`src/utl9_pkg.sv`:
```
package utl9_pkg;

  localparam int unsigned ByteW  = 8;
  localparam int unsigned CountW = 3;

  // Lead bytes and continuation bytes of the mapped sequences
  localparam logic [ByteW-1:0] LeadEuro   = 8'd226;
  localparam logic [ByteW-1:0] EuroFirst  = 8'd130;
  localparam logic [ByteW-1:0] EuroLast   = 8'd172;
  localparam logic [ByteW-1:0] EuroCode   = 8'd164;
  localparam logic [ByteW-1:0] LeadC2     = 8'd194;
  localparam logic [ByteW-1:0] LeadC3     = 8'd195;
  localparam logic [ByteW-1:0] LeadC5     = 8'd197;
  localparam logic [ByteW-1:0] C3Offset   = 8'd64;

  // Lead thresholds: the first byte value of each longer sequence class
  localparam logic [ByteW-1:0] LeadMin    = 8'd192;
  localparam logic [ByteW-1:0] Lead3Min   = 8'd224;
  localparam logic [ByteW-1:0] Lead4Min   = 8'd240;
  localparam logic [ByteW-1:0] Lead5Min   = 8'd248;
  localparam logic [ByteW-1:0] Lead6Min   = 8'd252;
  localparam logic [ByteW-1:0] LeadBadMin = 8'd254;

  // Result of one step through the sequence tracker
  typedef struct packed {
    logic             emit;
    logic [ByteW-1:0] data;
    logic             eos;
  } res_t;

  // Map a complete sequence to a Latin-9 byte; emit low when unmapped
  function automatic res_t map_seq(input logic [ByteW-1:0] lead,
                                   input logic [ByteW-1:0] first,
                                   input logic [ByteW-1:0] last);
    res_t r;
    r.emit = 1'b0;
    r.data = '0;
    r.eos  = 1'b0;
    if (lead == LeadC2) begin
      r.emit = 1'b1;
      r.data = last;
    end else if (lead == LeadC3) begin
      r.emit = 1'b1;
      r.data = last + C3Offset;
    end else if (lead == LeadC5) begin
      r.emit = 1'b1;
      case (last)
        8'd160:  r.data = 8'd166;
        8'd161:  r.data = 8'd168;
        8'd189:  r.data = 8'd180;
        8'd190:  r.data = 8'd184;
        8'd146:  r.data = 8'd188;
        8'd147:  r.data = 8'd189;
        8'd184:  r.data = 8'd190;
        default: r.emit = 1'b0;
      endcase
    end else if (lead == LeadEuro && first == EuroFirst && last == EuroLast) begin
      r.emit = 1'b1;
      r.data = EuroCode;
    end
    return r;
  endfunction

  // Continuations a lead byte calls for
  function automatic logic [CountW-1:0] cont_count(input logic [ByteW-1:0] b);
    logic [CountW-1:0] n;
    if (b < Lead3Min) begin
      n = 3'd1;
    end else if (b < Lead4Min) begin
      n = 3'd2;
    end else if (b < Lead5Min) begin
      n = 3'd3;
    end else if (b < Lead6Min) begin
      n = 3'd4;
    end else begin
      n = 3'd5;
    end
    return n;
  endfunction

endpackage

```
`src/utl9_seq.sv`:
```
module utl9_seq
  import utl9_pkg::*;
(
  input  logic             clk_i,
  input  logic             rst_ni,
  input  logic             adv_i,
  input  logic [ByteW-1:0] byte_i,
  output res_t             res_o
);

  logic [ByteW-1:0]  lead_q,  lead_d;
  logic [CountW-1:0] need_q,  need_d;
  logic [CountW-1:0] seen_q,  seen_d;
  logic [ByteW-1:0]  first_q, first_d;
  logic              is_cont;
  logic [CountW-1:0] seen_inc;

  assign is_cont  = (byte_i[7:6] == 2'b10);
  assign seen_inc = seen_q + 3'd1;

  always_comb begin
    lead_d       = lead_q;
    need_d       = need_q;
    seen_d       = seen_q;
    first_d      = first_q;
    res_o.emit   = 1'b0;
    res_o.data   = byte_i;
    res_o.eos    = 1'b0;
    if (need_q != '0 && is_cont) begin
      seen_d = seen_inc;
      if (seen_inc == 3'd1) begin
        first_d = byte_i;
      end
      if (seen_inc >= need_q) begin
        res_o   = map_seq(lead_q, first_q, byte_i);
        lead_d  = '0;
        need_d  = '0;
        seen_d  = '0;
        first_d = '0;
      end
    end else begin
      // drop any open sequence, then take the word afresh
      lead_d  = '0;
      need_d  = '0;
      seen_d  = '0;
      first_d = '0;
      if (byte_i == '0) begin
        res_o.emit = 1'b1;
        res_o.eos  = 1'b1;
      end else if (!byte_i[7]) begin
        res_o.emit = 1'b1;
      end else if (byte_i >= LeadMin && byte_i < LeadBadMin) begin
        lead_d = byte_i;
        need_d = cont_count(byte_i);
      end
    end
  end

  always_ff @(posedge clk_i or negedge rst_ni) begin
    if (!rst_ni) begin
      lead_q  <= '0;
      need_q  <= '0;
      seen_q  <= '0;
      first_q <= '0;
    end else if (adv_i) begin
      lead_q  <= lead_d;
      need_q  <= need_d;
      seen_q  <= seen_d;
      first_q <= first_d;
    end
  end

endmodule

```
`src/utl9_out_stage.sv`:
```
module utl9_out_stage
  import utl9_pkg::*;
(
  input  logic             clk_i,
  input  logic             rst_ni,
  input  logic             load_i,
  input  res_t             res_i,
  output logic             free_o,
  output logic             valid_o,
  input  logic             stall_i,
  output logic [ByteW-1:0] byte_o,
  output logic             eos_o
);

  logic             vld_q, vld_d;
  logic [ByteW-1:0] data_q;
  logic             eos_q;

  // the register can take a new word when empty or being drained
  assign free_o = !vld_q || !stall_i;

  always_comb begin
    vld_d = vld_q;
    if (free_o) begin
      vld_d = load_i && res_i.emit;
    end
  end

  always_ff @(posedge clk_i or negedge rst_ni) begin
    if (!rst_ni) begin
      vld_q <= 1'b0;
    end else begin
      vld_q <= vld_d;
    end
  end

  always_ff @(posedge clk_i) begin
    if (free_o && load_i && res_i.emit) begin
      data_q <= res_i.data;
      eos_q  <= res_i.eos;
    end
  end

  assign valid_o = vld_q;
  assign byte_o  = data_q;
  assign eos_o   = eos_q;

endmodule

```
`src/utf8_to_latin9_transcoder_core.sv`:
```
// UTF-8 to ISO-8859-15 (Latin-9) transcoder.
//
// Input channel: one UTF-8 word (in_byte_i) per handshake, taken at a rising
// edge with in_valid_i high and in_stall_o low. Output channel: one Latin-9
// word (out_byte_o, end_of_string_o) per handshake, taken with out_valid_o
// high and out_stall_i low. A word of zero ends the string: it drops any open
// sequence and comes out as zero with end_of_string_o set.
//
// Each input word yields zero or one output word. ASCII passes through; lead
// and continuation words are collected and only the mapped sequences leave.
//
// Path: a word accepted goes into the input register, and the tracker logic
// between that register and the output register maps it into the output
// register once the output register is free.
// Throughput: one word per cycle while out_stall_i stays low.
//
// Reset clears the input and output valids and the open sequence. While the
// receiver stalls, the output word holds; the input register holds its word
// too, and in_stall_o rises once both registers are full.
module utf8_to_latin9_transcoder_core
  import utl9_pkg::*;
(
  input  logic             clk_i,
  input  logic             rst_ni,
  input  logic             in_valid_i,
  output logic             in_stall_o,
  input  logic [ByteW-1:0] in_byte_i,
  output logic             out_valid_o,
  input  logic             out_stall_i,
  output logic [ByteW-1:0] out_byte_o,
  output logic             end_of_string_o
);

  logic             in_vld_q, in_vld_d;
  logic [ByteW-1:0] in_byte_q;
  logic             out_free;
  logic             adv;
  res_t             res;

  // advance the held word into the tracker when the output can take a result
  assign adv        = in_vld_q && out_free;
  assign in_stall_o = in_vld_q && !out_free;

  always_comb begin
    in_vld_d = in_vld_q;
    if (!in_stall_o) begin
      in_vld_d = in_valid_i;
    end
  end

  always_ff @(posedge clk_i or negedge rst_ni) begin
    if (!rst_ni) begin
      in_vld_q <= 1'b0;
    end else begin
      in_vld_q <= in_vld_d;
    end
  end

  always_ff @(posedge clk_i) begin
    if (in_valid_i && !in_stall_o) begin
      in_byte_q <= in_byte_i;
    end
  end

  // sequence tracker: holds the open lead and its continuation count
  utl9_seq u_seq (
    .clk_i  (clk_i),
    .rst_ni (rst_ni),
    .adv_i  (adv),
    .byte_i (in_byte_q),
    .res_o  (res)
  );

  // result register; drop words that map to nothing
  utl9_out_stage u_out (
    .clk_i   (clk_i),
    .rst_ni  (rst_ni),
    .load_i  (adv),
    .res_i   (res),
    .free_o  (out_free),
    .valid_o (out_valid_o),
    .stall_i (out_stall_i),
    .byte_o  (out_byte_o),
    .eos_o   (end_of_string_o)
  );

endmodule

```
`config.mk`:
```
export PLATFORM = sky130hd
export DESIGN_NAME = utf8_to_latin9_transcoder_core
export DESIGN_NICKNAME = d
export VERILOG_FILES = /design/src/utl9_pkg.sv /design/src/utl9_seq.sv /design/src/utl9_out_stage.sv /design/src/utf8_to_latin9_transcoder_core.sv
export SDC_FILE = /design/constraint.sdc
export NUM_CORES = 1
export LEC_CHECK = 0
export BUFFER_PORTS_ARGS = -buffer_cell sky130_fd_sc_hd__buf_2
export CAP_MARGIN = 40
export CORE_MARGIN = 2
export CORE_UTILIZATION = 30
export CTS_CLUSTER_SIZE = 10
export DETAILED_ROUTE_END_ITERATION = 6
export PLACE_DENSITY = 0.57
export SLEW_MARGIN = 20
export SYNTH_ARGS = -nofsm -noshare
export SYNTH_HDL_FRONTEND = slang
export SYNTH_SLANG_ARGS = --single-unit
export TNS_END_PERCENT = 5
```
`constraint.sdc`:
```
create_clock -name clk_i -period 3.3 [get_ports clk_i]
set_clock_uncertainty 0.15 [all_clocks]
set_input_delay 0.165 -clock clk_i [delete_from_list [all_inputs] [get_ports clk_i]]
set_output_delay 0.165 -clock clk_i [all_outputs]
set_load 0.05 [all_outputs]
```
======== Word level (Yosys, flattened, before mapping) ========
Index checks and enable logic that the tools add are counted.
storage, ports and cells
  word-level logic and storage cells ...... 87
  register bits after elaboration ......... 41
cells by class
  reduce and logical (&&, ||, !) cells .... 20
  mux-type cells .......................... 32
  $lt $le $gt $ge ......................... 7
  add/subtract/negate cells ............... 2
  eq/ne operators ......................... 17
operator list
  operator                                                         count
  8-bit == test, second input constant                             13
  8-bit 2-to-1 mux                                                 9
  8-bit one-hot mux with 7 select lines                            1
  8-bit less-than comparator, second input constant                5
  9-bit 2-to-1 mux                                                 4
  3-bit 2-to-1 mux                                                 10
  1-bit logical AND                                                10
  10-bit 2-to-1 mux                                                1
  8-bit by 7-bit adder with 8-bit output, second input constant    1
  8-bit greater-or-equal comparator, second input constant         1
  8-bit logical NOT                                                1
  1-bit 2-to-1 mux                                                 7
  7-bit OR reduction                                               1
  1-bit logical NOT                                                4
  2-bit AND reduction                                              2
  3-bit by 1-bit adder with 3-bit output, second input constant    1
  3-bit by 1-bit == test with 1-bit output, second input constant  1
  3-bit greater-or-equal comparator                                1
  3-bit != test, second input constant                             1
  3-bit nonzero test                                               1
  2-bit == test, second input constant                             1
  2-bit != test, second input constant                             1
  1-bit logical OR                                                 1

======== Logic depth before layout (Yosys ltp) ========
  word-level depth ........................ 10
  depth in mapped cells ................... 9

======== Hierarchy ========
Synthesis repeated with hierarchy kept, for this count alone.
second synthesis, totals
  cell total of the unflattened synthesis .. 189
  area, all modules ....................... 2160.8 µm²
by module, submodules not included
  module                          area each (µm²)  sequential area each (µm²)  cells an instance  instances
  utl9_seq                        1545.2           550.5                       161                1
  utl9_out_stage                  311.5            295.3                       14                 1
  utf8_to_latin9_transcoder_core  304.0            265.3                       14                 1

======== Worst setup path before layout ========
OpenSTA, ideal clock, no wires.
  kind .................................... register -> register
  from .................................... reg in_byte_q[6]
  to ...................................... reg u_out.data_q[0] (netlist: u_out.byte_o[0]), enable pin
  clock period less this slack ............ 3036 ps
  setup slack ............................. 264 ps
  path buffers ............................ 0
  cell stages (with the launch flop) ...... 8
  data arrival time ....................... 2500 ps
  cells stage by stage .................... edfxtp_1 > inv_1 > ha_1 > nand3b_1 > or4_4 > a41oi_2 > and3b_1 > nor3_1
between the ends
  word-level cells in the longest chain between the ends .. 9
ends and longest elaborated chain
  element                                                                   RTL line                              RTL
  start, declared                                                           utf8_to_latin9_transcoder_core.sv:35  logic [ByteW-1:0] in_byte_q;
  start signal, assigned                                                    utf8_to_latin9_transcoder_core.sv:61  in_byte_q <= in_byte_i;
  8-bit == test, on equally long branches                                   utl9_pkg.sv:47, utl9_pkg.sv:57
  7-bit OR reduction (no source line) or 1-bit logical AND (tied branches)  --
  1-bit 2-to-1 mux or 9-bit 2-to-1 mux (tied branches)                      utl9_pkg.sv:47, utl9_pkg.sv:57
  9-bit 2-to-1 mux                                                          utl9_pkg.sv:45                        end else if (lead == LeadC5) begin
  9-bit 2-to-1 mux                                                          utl9_pkg.sv:42                        end else if (lead == LeadC3) begin
  9-bit 2-to-1 mux                                                          utl9_pkg.sv:39                        if (lead == LeadC2) begin
  10-bit 2-to-1 mux                                                         utl9_seq.sv:34                        if (seen_inc >= need_q) begin
  1-bit 2-to-1 mux (*)                                                      utl9_seq.sv:29                        if (need_q != '0 && is_cont) begin
  1-bit logical AND (*)                                                     utl9_out_stage.sv:38                  if (free_o && load_i && res_i.emit) begin
  end signal, assigned                                                      utl9_out_stage.sv:39                  data_q <= res_i.data;
  end, declared                                                             utl9_out_stage.sv:16                  logic [ByteW-1:0] data_q;
Every way passes the cells marked *; elsewhere a longest branch is shown, timed or not.
A chain may end at the register's enable or synchronous reset.

======== Worst setup path after layout ========
  from .................................... reg in_byte_q[6]
  to ...................................... reg u_out.data_q[4] (netlist: u_out.byte_o[4]), enable pin
Same word-level chain as after synthesis.

==> impl_metrics.env <==
export IMPL_antenna_found_initial=0
export IMPL_drc=0
export IMPL_rows=30
export IMPL_critical_path_top_delay_family="simple AND/OR/NAND/NOR gates"
export IMPL_wl_per_cell_um=14.8
export IMPL_pwr_share_seq_pct=50.3
export IMPL_cts_buffer_depth=2
export IMPL_ys_seq_area_share_pct=51.3
export IMPL_holdBufCountCts=10
export IMPL_rsz0062_at_grt="no"
export IMPL_path_clk_slew_ns=0.08
export IMPL_slowest_delay_ns=0.52
export IMPL_h_tree_depth=2
export IMPL_cts_buffers_inserted=5
export IMPL_first_iter_violations=171
export IMPL_yosys_area_top_type="dfrtp_1"
export IMPL_relSlewSlack_pct=65.1
export IMPL_vias=1667
export IMPL_path_class="register to register"
export IMPL_start_kind="register"
export IMPL_insertedDiodeCount=0
export IMPL_insertion_delay_ns=0.30
export IMPL_port_buffers=22
export IMPL_syn_mean_instance_area_sq_um=11.5
export IMPL_whs_ns=0.0312
export IMPL_sw_frac_of_total_pct=27.4
export IMPL_pin_count=23
export IMPL_antenna_left=0
export IMPL_dieWidth_um=89.0
export IMPL_core_area_sq_mm=0.00691
export IMPL_final_cells=325
export IMPL_synthesis_nets=208
export IMPL_postCtsSetupBuffers=0
export IMPL_start_util_pct=31.4
export IMPL_fmax_mhz=339
export IMPL_crit_start="in_byte_q[6]"
export IMPL_drive_gt1_share_pct=21.0
export IMPL_finalCriticalPeriod_ns=2.95
export IMPL_synth_edf_count=17
export IMPL_path_cells="inv_1 > ha_1 > nand3b_1 > or4_4 > a41oi_2 > and3b_1 > nor3_1 > buf_4"
export IMPL_multiInputGateArea_sq_um=940
export IMPL_die_y_um=89.0
export IMPL_gp_congestion=0.781
export IMPL_fin_crit_sh_pct=89.3
export IMPL_hp_start="out_stall_i"
export IMPL_grt_usage_pct=14.0
export IMPL_crit_required_ns=3.16
export IMPL_netlist_top_cells_area="dfrtp_1 28%, edfxtp_1 24%, a22o_1 6.1%"
export IMPL_grt_overflow=0
export IMPL_viasPerCell=5.13
export IMPL_die_area_sq_mm=0.00791
export IMPL_synthToLayoutAreaGrowth_pct=20.5
export IMPL_final_fill_count=699
export IMPL_regArea_sq_mm=0.00111
export IMPL_place_inst=307
export IMPL_grt_start_max_net_pins=25
export IMPL_synth_cell_type_count=55
export IMPL_synth_seq_cells=41
export IMPL_cp_slowest_cell="edfxtp_1"
export IMPL_place_hpwl_mm=3.43
export IMPL_power_frac_clock_pct=35.0
export IMPL_slew_viol_final=0
export IMPL_clock_sinks=41
export IMPL_hold_viol_final=0
export IMPL_arrival_ns=2.81
export IMPL_finalSetupViolCount=0
export IMPL_synth_cells=188
export IMPL_r2r_start="in_byte_q[6]"
export IMPL_async_flop_share_pct=58.5
export IMPL_ctsResizeCount=0
export IMPL_crit_fanout=9
export IMPL_grt_pass1_wl_mm=8.39
export IMPL_path_buf_inv=2
export IMPL_switching_power_w=0.000320
export IMPL_syn_area_sq_mm=0.00217
export IMPL_power_w=0.00117
export IMPL_pwr_density_cell_mw_per_mm2=448
export IMPL_yosysWarnings=0
export IMPL_yosysTopAreaCellShare_pct=27.7
export IMPL_holdCritPathClass="primary input to register"
export IMPL_first_pass_iters=4
export IMPL_setup_tns_ns=0
export IMPL_nNetsFinal=248
export IMPL_clockRootBuffer="clkbuf_8"
export IMPL_first_global_vias=1683
export IMPL_wl_mm=4.81
export IMPL_synth_main_ff_cell="dfrtp_1"
export IMPL_p_int_w=0.000848
export IMPL_vdd_drop_max_v=0.000183
export IMPL_cts_tree="built"
export IMPL_worst_pin_slew_ns=0.523
export IMPL_combinationalPowerShare_pct=14.6
export IMPL_maxCapViolations=0
export IMPL_status="completed"
export IMPL_end_kind="register"
export IMPL_p_leak_nw=1.10
==> area by class of cell <==
type / count / share of cell area [%]
multi-input combinational: 127 / 36.0
timing repair buffer: 41 / 10.6
clock buffer: 5 / 2.64
tap: 96 / 4.60
inverter: 12 / 1.73
sequential: 41 / 42.6
clock inverter: 3 / 1.77
==> registers in the layout, summed over array words and instances (netlist names) <==
name,count
in_byte_q,8
in_vld_q,1
u_out.byte_o,8
u_out.eos_o,1
u_out.valid_o,1
u_seq.first_q,8
u_seq.lead_q,8
u_seq.need_q,3
u_seq.seen_q,3
==> worst paths after layout <==
path | slack (ns) | endpoint | cells past startpoint
setup / recovery | 0.35 | u_out.byte_o[4] | 8
hold / removal | 0.03 | in_vld_q | 3
setup reg to reg | 0.35 | u_out.byte_o[4] | 8
hold reg to reg | 0.33 | u_seq.first_q[5] | 2
max in group asynchronous | 2.43 | u_seq.first_q[2] | 2
min in group asynchronous | 0.22 | u_seq.lead_q[5] | 2
==> cells in the mapped netlist, types with 3 or more instances <==
library cell	number
dfrtp_1	24
edfxtp_1	17
a22o_1	15
nand2_1	15
inv_1	12
nand3_1	9
ha_1	8
nor2_1	5
nor3_1	5
o31ai_1	5
and2_1	4
buf_2	4
o21ai_0	4
a2bb2oi_1	3
a31oi_1	3
nand4_1	3
==> logic make-up (layout without fill, tap and decap cells) <==
family                   count (synthesis)  count (layout)  share of synthesized area (%)
AND/OR/NAND/NOR                         64              64                           17.7
buffers and inverters                   20              61                           5.31
AO/OA/AOI/OAI                           52              52                           19.9
XOR/XNOR                                 3               3                           1.21
flip-flops                              41              41                           51.3
adder cells (fa/ha/maj)                  8               8                           4.62
==> cells in the final DEF, fill, tap and decap left out, drive strengths merged, types with 3 or more instances in the layout <==
cell type | synthesis | routed
dlygate4sd3 | 0 | 10
edfxtp | 17 | 17
nor2 | 5 | 5
dfrtp | 24 | 24
nand3 | 9 | 9
ha | 8 | 8
o21ai | 5 | 5
o31ai | 6 | 6
nand4 | 3 | 3
clkbuf | 2 | 5
inv | 12 | 12
buf | 6 | 31
a22o | 15 | 15
a31oi | 3 | 3
a2bb2oi | 3 | 3
and2 | 5 | 5
nor3 | 5 | 5
nand2 | 15 | 15
==> power groups by stage <==
stage	combinational, W	sequential [W]	clock (W)
3_5_place_dp	0.000162	0.000599	0
3_3_place_gp	0.000163	0.000599	0
5_1_grt	0.000188	0.000592	0.000446
4_1_cts	0.000172	0.000588	0.000422
6_report	0.000171	0.000588	0.000409
2_1_floorplan	0.0000857	0.000622	0
==> per-stage QoR <==
| stage | cell area, sq um | utilization (%) | setup WS, ns |
|---|---|---|---|
| after floorplan | 2170 | - | 0.264 |
| after global placement | 2390 | 34.7 | 0.383 |
| after detailed placement | 2390 | 34.7 | 0.395 |
| after CTS | 2610 | 37.8 | 0.366 |
| after global routing | 2610 | 37.8 | 0.148 |
| final | 2610 | 37.8 | 0.353 |
==> routing by layer <==
| layer | share of wire (%) | GRT usage (%) |
|---|---|---|
| met1 | 49 | 19.2 |
| met2 | 43 | 21.8 |
| met3 | 5.4 | 3.05 |
| met4 | 2.4 | 5.70 |
| met5 | 0 | 0 |
==> tightest hold or removal path: cells and delay by family <==
family                 cells  cell delay [ns]
buffers and inverters      1             0.11
AND/OR/NAND/NOR            2             0.16
No activity file was read; power rests on OpenSTA's default activity.
